[config.mk]
export PLATFORM = sky130hd
export DESIGN_NAME = rdx_fifo
export DESIGN_NICKNAME = d
export VERILOG_FILES = /design/src/hw/rtl/rdx_fifo.sv
export SDC_FILE = /design/constraint.sdc
export NUM_CORES = 1
export LEC_CHECK = 0
export BUFFER_PORTS_ARGS = -buffer_cell sky130_fd_sc_hd__buf_2
export CAP_MARGIN = 5
export CORE_UTILIZATION = 52
export CTS_CLUSTER_DIAMETER = 80
export DETAILED_ROUTE_END_ITERATION = 8
export PLACE_DENSITY = 0.8
export RECOVER_POWER = 50
export SLEW_MARGIN = 20
export SYNTH_ARGS = -nofsm -noshare
export SYNTH_HDL_FRONTEND = slang
export SYNTH_SLANG_ARGS = --single-unit
export TNS_END_PERCENT = 20
[constraint.sdc]
create_clock -name clk -period 2.29 [get_ports clk]
set_clock_uncertainty 0.05 [all_clocks]
set_input_delay 0.229 -clock clk [delete_from_list [all_inputs] [get_ports clk]]
set_output_delay 0.229 -clock clk [all_outputs]
set_load 0.01 [all_outputs]
[src/hw/rtl/rdx_fifo.sv]
// Small register queue used between the front, the back and the result side.
// No package dependencies.
module rdx_fifo #(
	parameter int W = 8,
	parameter int DEPTH = 2
) (
	input  logic         clk,
	input  logic         arst_n,
	input  logic         wr_en,
	input  logic [W-1:0] wr_data,
	output logic         full,
	input  logic         rd_en,
	output logic [W-1:0] rd_data,
	output logic         empty
);
	localparam int PW = (DEPTH > 1) ? $clog2(DEPTH) : 1;
	localparam int CW = $clog2(DEPTH + 1);

	logic [W-1:0]  mem_q [DEPTH];
	logic [PW-1:0] wp_q, rp_q;
	logic [CW-1:0] cnt_q;
	logic          do_wr, do_rd;

	assign full    = (cnt_q == CW'(DEPTH));
	assign empty   = (cnt_q == '0);
	assign rd_data = mem_q[rp_q];
	assign do_wr   = wr_en & ~full;
	assign do_rd   = rd_en & ~empty;

	always_ff @(posedge clk or negedge arst_n) begin
		if (!arst_n) begin
			wp_q  <= '0;
			rp_q  <= '0;
			cnt_q <= '0;
		end else begin
			if (do_wr) begin
				wp_q <= (wp_q == PW'(DEPTH - 1)) ? '0 : wp_q + 1'b1;
			end
			if (do_rd) begin
				rp_q <= (rp_q == PW'(DEPTH - 1)) ? '0 : rp_q + 1'b1;
			end
			if (do_wr && !do_rd) begin
				cnt_q <= cnt_q + 1'b1;
			end else if (do_rd && !do_wr) begin
				cnt_q <= cnt_q - 1'b1;
			end
		end
	end

	always_ff @(posedge clk) begin
		if (do_wr) begin
			mem_q[wp_q] <= wr_data;
		end
	end
endmodule

==> results by group <==
Setup path
  • Worst EP arrival: 1390 ps
  • Worst r2r src: cnt_q[0]$_DFFE_PN0P_
  • CP cell instances: mux2_2 -> buf_2
  • Crit path required time: 2010 ps
  • FF-to-FF End: mem_q[0][4]$_DFFE_PP_
  • CP endpoint kind: output pin
  • Worst-path fanout max: 9
  • Slowest cell on crit path: dfrtp_1
  • CP top delay family: flip-flops
  • CP peak stage delay: roughly 590 ps
  • WP buf/inv: 1
  • Worst Reg2Reg Path Length in Cells: 3
  • Critical path type: register to output pin
  • FF-to-FF setup slack: between 600 and 700 ps
  • Critical Path Source Type: register

Synthesis
  • Post-synthesis sequential area ratio: 74.2%
  • Post-synthesis register bit count: 20
  • Post-synthesis xor/xnor area fraction: 6.56%
  • Yosys top cell by area: edfxtp_1
  • Post-synth ARST share: about a fifth
  • Synthesized area per cell: 17.8 um2
  • Mapped Area: slightly below 800 um2
  • Post-synth EDFFs: 16
  • Synth cell types: 15
  • Area fraction of the dominant cell type after synthesis: 61.4%
  • Synth Flop Type: edfxtp_1
  • Synth Instances: 44
  • Most frequent cell after synthesis: edfxtp_1
  • Largest family of logic cells by synthesized area: multiplexers
  • YS warnings: 0
  • Syn nets: between 50 and 60
  • Synth top area cells: edfxtp_1 61%, dfrtp_1 13%, mux2_1 8.6%, mux2_2 2.9%, xnor2_1 2.2%
  • Area share of fa/ha/maj cells after synthesis: 1.60%
  • Compound-Gate Fraction of Synth Area: 0.640%
  • Area share of and/or/nand/nor cells after synthesis: 3.84%
  • Mux share of post-synthesis cell area: between 10% and 20%
  • Post-synth top cells: 16 x edfxtp_1, 6 x mux2_1, 4 x dfrtp_1

Place
  • RePlAce Congestion: between 0.6 and 0.7
  • Setup slack at placement: roughly 660 ps
  • IO buf count: 21
  • DPL Wire Length: between 800 and 900 um
  • Post-Place Cells: 79

STA
  • Tcrit/Tclk final: 72.8%
  • RSZ-0062 raised after global routing: false
  • Worst Tran Pin Value: 629 ps
  • Setup TNS: 0 ps
  • Fin. Hold Viols: 0
  • Final setup vio count: 0
  • Final setup margin: 623 ps
  • Worst slew margin: 57.9%
  • Shortest period the worst path allows: about 1700 ps
  • Final Slew Violations: 0
  • Fmax achieved: 0.600 GHz

Cells and area
  • Area growth, synth to finish: 19.8%
  • N_diodes: 0
  • Fin nets: 83
  • Share of cells above drive strength 1: 31.9%
  • Fillers: 92
  • Final cell count without fillers: 84
  • Fin util: 69.4%

Floorplanning
  • Starting density of the core: 57.9%
  • FP Rows: 13
  • DIE HEIGHT: 40.8 um
  • Ports: 22
  • Core area: between 0.001 and 0.0015 mm2
  • Total die area: 0.00166 mm2
  • Chip width: 40.8 um

Clock network
  • CTS tree: yes
  • Root cell of the clock tree: clkbuf_4
  • Clock tree buffer depth: 2
  • Post-CTS resize count: 0
  • Clock transition at path regs: 100 ps
  • # H-tree levels: 1
  • Clk_lat worst skew: 280 ps
  • Post-CTS Setup Repair Bufs: 0
  • CTS Buf Count: 3
  • Post-cts hold buffer count: 1
  • Clock sinks: 20

Global route
  • Initial antenna violation count: 0
  • Tot GR Track Use: 15.1%
  • Largest net degree at the start of global routing: 12
  • First-pass GRT wire length: 1530 um
  • Grt ovf: 0
  • Vias in the first global route: 366

Detailed routing
  • Iteration-0 DRC Markers: 2
  • DRC Markers: 0
  • Wl on met1: 443 um
  • Met3 WL: roughly 40 um
  • Via Count: around 410
  • Final Routed Wirelength: 1100 um
  • DRT Pass-1 Iters: 2
  • Avg WL per Cell: about 13 um
  • DR top layer: met4
  • Metal2 WL: 599 um
  • Detail Route Antenna Nets: 0
  • Vias per inst: 4.83

Worst hold path
  • WHS Endpoint: mem_q[0][7]$_DFFE_PP_
  • HP Start: wr_data[7]
  • Cells on Worst Hold Path: 1
  • Type of the tightest min-delay check: primary input to register

Pwr
  • Pleak: 0.382 nW
  • Worst VDD drop: 849 uV
  • Pwr/cell area: 1220 mW/mm2

Outcome
  • Outcome: complete, no violations

Run
  • Max Cap Viol: 0
## cell families after synthesis
group / after synthesis
adders and majority gates: 1
AOI/OAI and AO/OA: 1
buffers and inverters: 3
muxes: 8
and+or+nand+nor: 6
DFF: 20
xor gates and xnor gates: 5
## how the worst max path moves through the flow
stage	start	end	slack, ps	depth (start not counted)
after floorplan	cnt_q[0]$_DFFE_PN0P_	mem_q[0][0]$_DFFE_PP_	850	3
after global placement	cnt_q[0]$_DFFE_PN0P_	mem_q[0][1]$_DFFE_PP_	750	3
after detailed placement	cnt_q[0]$_DFFE_PN0P_	mem_q[0][2]$_DFFE_PP_	660	3
after CTS	rp_q$_DFFE_PN0P_	rd_data[2]	590	2
after global routing	cnt_q[0]$_DFFE_PN0P_	mem_q[0][1]$_DFFE_PP_	510	3
final	rp_q$_DFFE_PN0P_	rd_data[2]	620	2
## routing by layer
layer,vias to the layer above,global-route usage [%]
met5,-,0
li1,207,-
met1,186,17.6
met3,2,4.89
met2,11,23.4
met4,0,10.0
## report_power, final
| group | internal [W] | total, W | switching, W | leakage (nW) |
|---|---|---|---|---|
| registers | 0.000508 | 0.000587 | 0.0000790 | 0.195 |
| clock network | 0.0000967 | 0.000194 | 0.0000975 | 0.0210 |
| logic | 0.000182 | 0.000359 | 0.000176 | 0.166 |
| total | 0.000788 | 0.00114 | 0.000353 | 0.382 |
## final cells by class
class	instances	area [um2]	area share [%]
Inverter	2	7.51	0.801
Multi-Input combinational cell	21	186	19.9
Clock buffer	4	36.3	3.87
Sequential cell	20	581	61.9
Tap cell	15	18.8	2.00
Timing Repair Buffer	22	108	11.5
## flip-flops by register name, summed over array words and instances (netlist names)
name,count
cnt_q,2
mem_q,16
rp_q,1
wp_q,1
## cells in the final DEF (no fill, tap or decap)
cell type | synthesis | routed
mux2_1 | 6 | 6
xnor2_2 | 1 | 1
clkbuf_8 | 0 | 1
inv_1 | 2 | 2
buf_2 | 1 | 15
clkbuf_1 | 0 | 6
xor2_1 | 2 | 2
dfrtp_1 | 4 | 4
nand2_1 | 0 | 1
and3_1 | 1 | 1
xnor2_1 | 2 | 2
o21ai_0 | 0 | 1
ha_1 | 1 | 1
nand2b_1 | 1 | 1
mux2_2 | 2 | 2
dlygate4sd3_1 | 0 | 1
nor2_1 | 3 | 3
edfxtp_1 | 16 | 16
clkbuf_4 | 0 | 3
## stage by stage
step | hold WS, ps | total power [W] | area, um2
2_1_floorplan | -117 | 0.000841 | 782
3_3_place_gp | -12.2 | 0.000955 | 901
3_5_place_dp | -10.5 | 0.000968 | 901
4_1_cts | 62.2 | 0.00116 | 947
5_1_grt | 54.5 | 0.00121 | 937
6_report | 70.5 | 0.00114 | 937
## worst reg2reg max path, cell delays in order (launching register included)
cell and delay, ps:
dfrtp_1 430, nand2b_1 160, nand2_1 120, nor2_1 510
Note: power is estimated with default switching activity, not from simulation.
