===== src/hw/rtl/rdx_pkg.sv =====
// Shared types and codes for the DMA expansion RAM controller.
// No dependencies.
package rdx_pkg;

	localparam logic [1:0] CMD_READ  = 2'd0;
	localparam logic [1:0] CMD_WRITE = 2'd1;
	localparam logic [1:0] CMD_TRIG  = 2'd2;
	localparam logic [1:0] CMD_DONE  = 2'd3;

	localparam logic [1:0] KIND_NONE = 2'd0;
	localparam logic [1:0] KIND_REG  = 2'd1;
	localparam logic [1:0] KIND_HRD  = 2'd2;
	localparam logic [1:0] KIND_HWR  = 2'd3;

	localparam logic [1:0] PH_IDLE  = 2'd0;
	localparam logic [1:0] PH_READ  = 2'd1;
	localparam logic [1:0] PH_WRITE = 2'd2;

	localparam logic [1:0] MODE_TO_RAM  = 2'd0;
	localparam logic [1:0] MODE_TO_HOST = 2'd1;
	localparam logic [1:0] MODE_SWAP    = 2'd2;
	localparam logic [1:0] MODE_COMPARE = 2'd3;

	localparam logic [3:0] REG_STATUS = 4'd0;
	localparam logic [3:0] REG_CMD    = 4'd1;
	localparam logic [3:0] REG_HLO    = 4'd2;
	localparam logic [3:0] REG_HHI    = 4'd3;
	localparam logic [3:0] REG_E0     = 4'd4;
	localparam logic [3:0] REG_E1     = 4'd5;
	localparam logic [3:0] REG_E2     = 4'd6;
	localparam logic [3:0] REG_LLO    = 4'd7;
	localparam logic [3:0] REG_LHI    = 4'd8;
	localparam logic [3:0] REG_IMASK  = 4'd9;
	localparam logic [3:0] REG_ACTL   = 4'd10;

	typedef struct packed {
		logic [1:0] op;
		logic [3:0] reg_index;
		logic [7:0] write_data;
		logic [7:0] bus_data;
	} item_t;

	typedef struct packed {
		logic [1:0]  kind;
		logic [7:0]  read_data;
		logic [15:0] bus_address;
		logic [7:0]  bus_write_data;
		logic        busy;
	} result_t;

	typedef struct packed {
		logic clearing;
		logic out_full;
	} back_stat_t;

endpackage


===== src/hw/rtl/rdx_fifo.sv =====
// Small register queue used between the front, the back and the result side.
// No package dependencies.
module rdx_fifo #(
	parameter int W = 8,
	parameter int DEPTH = 2
) (
	input  logic         clk,
	input  logic         arst_n,
	input  logic         wr_en,
	input  logic [W-1:0] wr_data,
	output logic         full,
	input  logic         rd_en,
	output logic [W-1:0] rd_data,
	output logic         empty
);
	localparam int PW = (DEPTH > 1) ? $clog2(DEPTH) : 1;
	localparam int CW = $clog2(DEPTH + 1);

	logic [W-1:0]  mem_q [DEPTH];
	logic [PW-1:0] wp_q, rp_q;
	logic [CW-1:0] cnt_q;
	logic          do_wr, do_rd;

	assign full    = (cnt_q == CW'(DEPTH));
	assign empty   = (cnt_q == '0);
	assign rd_data = mem_q[rp_q];
	assign do_wr   = wr_en & ~full;
	assign do_rd   = rd_en & ~empty;

	always_ff @(posedge clk or negedge arst_n) begin
		if (!arst_n) begin
			wp_q  <= '0;
			rp_q  <= '0;
			cnt_q <= '0;
		end else begin
			if (do_wr) begin
				wp_q <= (wp_q == PW'(DEPTH - 1)) ? '0 : wp_q + 1'b1;
			end
			if (do_rd) begin
				rp_q <= (rp_q == PW'(DEPTH - 1)) ? '0 : rp_q + 1'b1;
			end
			if (do_wr && !do_rd) begin
				cnt_q <= cnt_q + 1'b1;
			end else if (do_rd && !do_wr) begin
				cnt_q <= cnt_q - 1'b1;
			end
		end
	end

	always_ff @(posedge clk) begin
		if (do_wr) begin
			mem_q[wp_q] <= wr_data;
		end
	end
endmodule


===== src/hw/rtl/rdx_front.sv =====
// Front end: takes transactions, zeroes unused payload and queues them for the back end.
// Depends on rdx_pkg and rdx_fifo.
module rdx_front (
	input  logic               clk,
	input  logic               arst_n,
	input  logic               push,
	output logic               full,
	input  logic [1:0]         command,
	input  logic [3:0]         reg_index,
	input  logic [7:0]         write_data,
	input  logic [7:0]         bus_data,
	input  rdx_pkg::back_stat_t bstat,
	input  logic               item_pop,
	output rdx_pkg::item_t     item,
	output logic               item_empty
);
	rdx_pkg::item_t in_item;
	logic           q_full;
	logic [$bits(rdx_pkg::item_t)-1:0] q_rd;

	// drop payload bits that the operation never looks at
	always_comb begin
		in_item.op         = command;
		in_item.reg_index  = (command == rdx_pkg::CMD_DONE || command == rdx_pkg::CMD_TRIG)
			? 4'd0 : reg_index;
		in_item.write_data = (command == rdx_pkg::CMD_WRITE) ? write_data : 8'd0;
		in_item.bus_data   = (command == rdx_pkg::CMD_DONE) ? bus_data : 8'd0;
	end

	assign full = q_full | bstat.clearing;
	assign item = rdx_pkg::item_t'(q_rd);

	rdx_fifo #(.W($bits(rdx_pkg::item_t)), .DEPTH(2)) u_q (
		.clk(clk), .arst_n(arst_n),
		.wr_en(push & ~full), .wr_data(in_item), .full(q_full),
		.rd_en(item_pop), .rd_data(q_rd), .empty(item_empty)
	);
endmodule


===== config.mk =====
export PLATFORM = sky130hd
export DESIGN_NAME = rdx_front
export DESIGN_NICKNAME = d
export VERILOG_FILES = /design/src/hw/rtl/rdx_pkg.sv /design/src/hw/rtl/rdx_fifo.sv /design/src/hw/rtl/rdx_front.sv
export SDC_FILE = /design/constraint.sdc
export NUM_CORES = 1
export LEC_CHECK = 0
export BUFFER_PORTS_ARGS = -buffer_cell sky130_fd_sc_hd__buf_2
export CAP_MARGIN = 5
export CORE_MARGIN = 4
export CORE_UTILIZATION = 30
export CTS_CLUSTER_DIAMETER = 60
export DETAILED_ROUTE_END_ITERATION = 12
export PLACE_DENSITY = 0.61
export SETUP_SLACK_MARGIN = 0.5
export SLEW_MARGIN = 0
export SYNTH_ARGS = -nofsm -noshare
export SYNTH_HDL_FRONTEND = slang
export SYNTH_HIERARCHICAL = 1
export SYNTH_SLANG_ARGS = --single-unit

===== constraint.sdc =====
create_clock -name clk -period 2.7 [get_ports clk]
set_input_delay 0.405 -clock clk [delete_from_list [all_inputs] [get_ports clk]]
set_output_delay 0.405 -clock clk [all_outputs]
set_load 0.01 [all_outputs]

==> results.json <==
{
  "syn_area_mm2": 0.00198,
  "seqCellArea_mm2": 0.00142,
  "dpl.cell_count": 237,
  "synth_cells": 112,
  "io_buffers": 50,
  "clk_path_buf_depth": 2,
  "cts_buffers": 5,
  "rsz0062_at_grt": "no",
  "status": "finished clean",
  "grt_pass1_vias": 1079,
  "antenna_found_initial": 0,
  "drt-total-wl_um": 3550,
  "crit_type": "flop to primary output",
  "yosysSeqAreaShare_pct": 71.9,
  "setup_viol": 0,
  "fin_setup_tns_ns": 0,
  "clock_sinks": 48,
  "drc": 0,
  "max_slew_margin_pct": 77.1,
  "synth_cell_types": 20,
  "hold_violations": 0,
  "crit_required_ns": 2.30,
  "num_vias": 1088,
  "cts.htree.levels": 2,
  "start_kind": "flop",
  "synthToLayoutAreaGrowth_pct": 22.4,
  "layout-drive-gt1-share_pct": 52.1,
  "gr-total-overflow": 0,
  "fin_crit_ns": 1.98,
  "cts_tree": "built",
  "crit_fanout": 15,
  "antenna_cells": 0,
  "firstDrtPassIters": 4,
  "cap_viol_max_count": 0,
  "synth_area_leaders": "edfxtp_1 67%, mux2_2 13%, dfrtp_1 5.1%",
  "yosys_warnings": 6,
  "post-route-period-util_pct": 73.2,
  "fp.dieW_um": 89.2,
  "leakage_nw": 0.984,
  "pin_count": 52,
  "synth_area_leader_cell": "edfxtp_1",
  "grt.total_usage_pct": 9.26,
  "wl_per_cell_um": 14.4,
  "final_cell_count_no_fill": 246,
  "slew_viol_final": 0,
  "grt_max_degree": 23,
  "clock_skew_ns": 0.00237,
  "final.fill_count": 630,
  "worstMarginPinSlew_ns": 0.344,
  "root_buffer": "clkbuf_8",
  "hpwl_um": 2430,
  "clk_pin_slew_ns": 0.08,
  "syn_avg_cell_area_um2": 17.7,
  "mostFrequentLayoutCell": "buf_2",
  "drt_iter0_drc": 24,
  "ant_nets": 0,
  "fmax_mhz": 506,
  "fp.dieH_um": 89.2,
  "power_density_mw_per_mm2": 875,
  "dieArea_mm2": 0.00795,
  "row_count": 29,
  "gp_congestion": 0.650,
  "end_kind": "primary output",
  "synth_top_area_share_pct": 66.8,
  "hold_class": "primary input to asynchronous set/reset pin",
  "ir_drop_mv": 0.491,
  "syn_nets": 141,
  "grt_first_pass_wirelength_um": 5470,
  "nNetsFinal": 197,
  "arrival_ns": 1.57,
  "vias_per_cell": 4.42,
  "ys_ff_latch": 48,
  "core_area_mm2": 0.00639,
  "mostFrequentLayoutCells": "50 x buf_2, 44 x edfxtp_1, 22 x mux2_2, 9 x and3_1",
  "worst_skew_pair.late_latency_ns": 0.29,
  "start_util_pct": 31.0,
  "multi_input_area_um2": 504
}
sequential cells by signal (all words and copies together), names as in the netlist:
register	cells
u_q/mem_q	44
u_q/cnt_q	2
u_q/rp_q	1
u_q/wp_q	1
power breakdown:
group	switching, mW	internal (mW)	total, mW	leakage, nW
registers	0.0681	0.939	1.01	0.455
clock network	0.221	0.270	0.491	0.0532
logic	0.307	0.312	0.619	0.476
area by class of cell:
class,count,share of cell area [%]
sequential,48,58.8
multi-input combinational,57,20.8
timing repair buffer,54,11.7
tap,77,3.98
clock buffer,5,2.84
clock inverter,3,1.55
inverter,2,0.310
kinds of logic after synthesis:
family / synth area share [%]
buffers and inverters: 2.72
multiplexers: 12.5
AO/OA/AOI/OAI: 0.253
AND/OR/NAND/NOR: 9.75
XOR/XNOR: 2.22
flip-flops: 71.9
adder cells (fa/ha/maj): 0.633
worst max-delay path, stage by stage (launching register included):
cell and delay [ns]:
dfrtp_2 0.49, buf_4 0.28, mux2_2 0.37, buf_2 0.14
synth_stat cells:
| cell | count |
|---|---|
| and3_1 | 9 |
| and3b_1 | 3 |
| and3b_2 | 5 |
| buf_4 | 1 |
| buf_6 | 3 |
| clkbuf_2 | 1 |
| dfrtp_1 | 4 |
| edfxtp_1 | 44 |
| ha_1 | 1 |
| inv_1 | 2 |
| mux2_2 | 22 |
| nand2_1 | 1 |
| nand2b_1 | 1 |
| nor2_1 | 3 |
| nor2b_1 | 4 |
| nor3b_1 | 1 |
| o21ai_1 | 1 |
| or2_1 | 1 |
| xnor2_1 | 3 |
| xor2_1 | 2 |
path summary, 6_finish.rpt:
| kind | cells after the start | to | slack (ns) | from |
|---|---|---|---|---|
| worst min-delay path | 2 | u_q/cnt_q[1]$_DFFE_PN0P_ | 0.45 | arst_n |
| min in group clk | 2 | u_q/mem_q[0][16]$_DFFE_PP_ | 0.45 | reg_index[0] |
| max in group asynchronous | 2 | u_q/rp_q$_DFFE_PN0P_ | 2.12 | arst_n |
| worst max register to register | 6 | u_q/mem_q[0][7]$_DFFE_PP_ | 0.80 | u_q/cnt_q[0]$_DFFE_PN0P_ |
| worst max-delay path | 3 | item[6] | 0.72 | u_q/rp_q$_DFFE_PN0P_ |
| worst min register to register | 1 | u_q/cnt_q[1]$_DFFE_PN0P_ | 0.52 | u_q/cnt_q[1]$_DFFE_PN0P_ |
metal layers:
| layer | GRT usage [%] | up-vias | routed length (um) |
|---|---|---|---|
| met5 | 0 | - | 0 |
| met1 | 11.4 | 528 | 1460 |
| met3 | 2.30 | 2 | 218 |
| li1 | - | 530 | - |
| met2 | 15.8 | 28 | 1850 |
| met4 | 3.25 | 0 | 21 |
stage by stage:
step / utilization [%] / setup WS [ns] / total power [mW] / hold WS, ns / cell area, um2
after floorplan: - / 0.787 / 1.45 / 0.109 / 1980
after global placement: 36.1 / 0.815 / 1.65 / 0.217 / 2300
after detailed placement: 36.1 / 0.805 / 1.66 / 0.216 / 2300
after CTS: 37.9 / 0.550 / 2.15 / 0.432 / 2420
after global routing: 37.9 / 0.564 / 2.24 / 0.458 / 2420
final: 37.9 / 0.722 / 2.12 / 0.448 / 2420
timing repair:
| action | 4_1_cts | 5_1_grt |
|---|---|---|
| hold buffers | 1 | 0 |
| buffers inserted | 0 | 0 |
| setup endpoints to repair | 0 | 6 |
| hold endpoints to repair | 4 | 0 |
| resized for setup | 0 | 1 |
(Power assumes the default switching activity.)
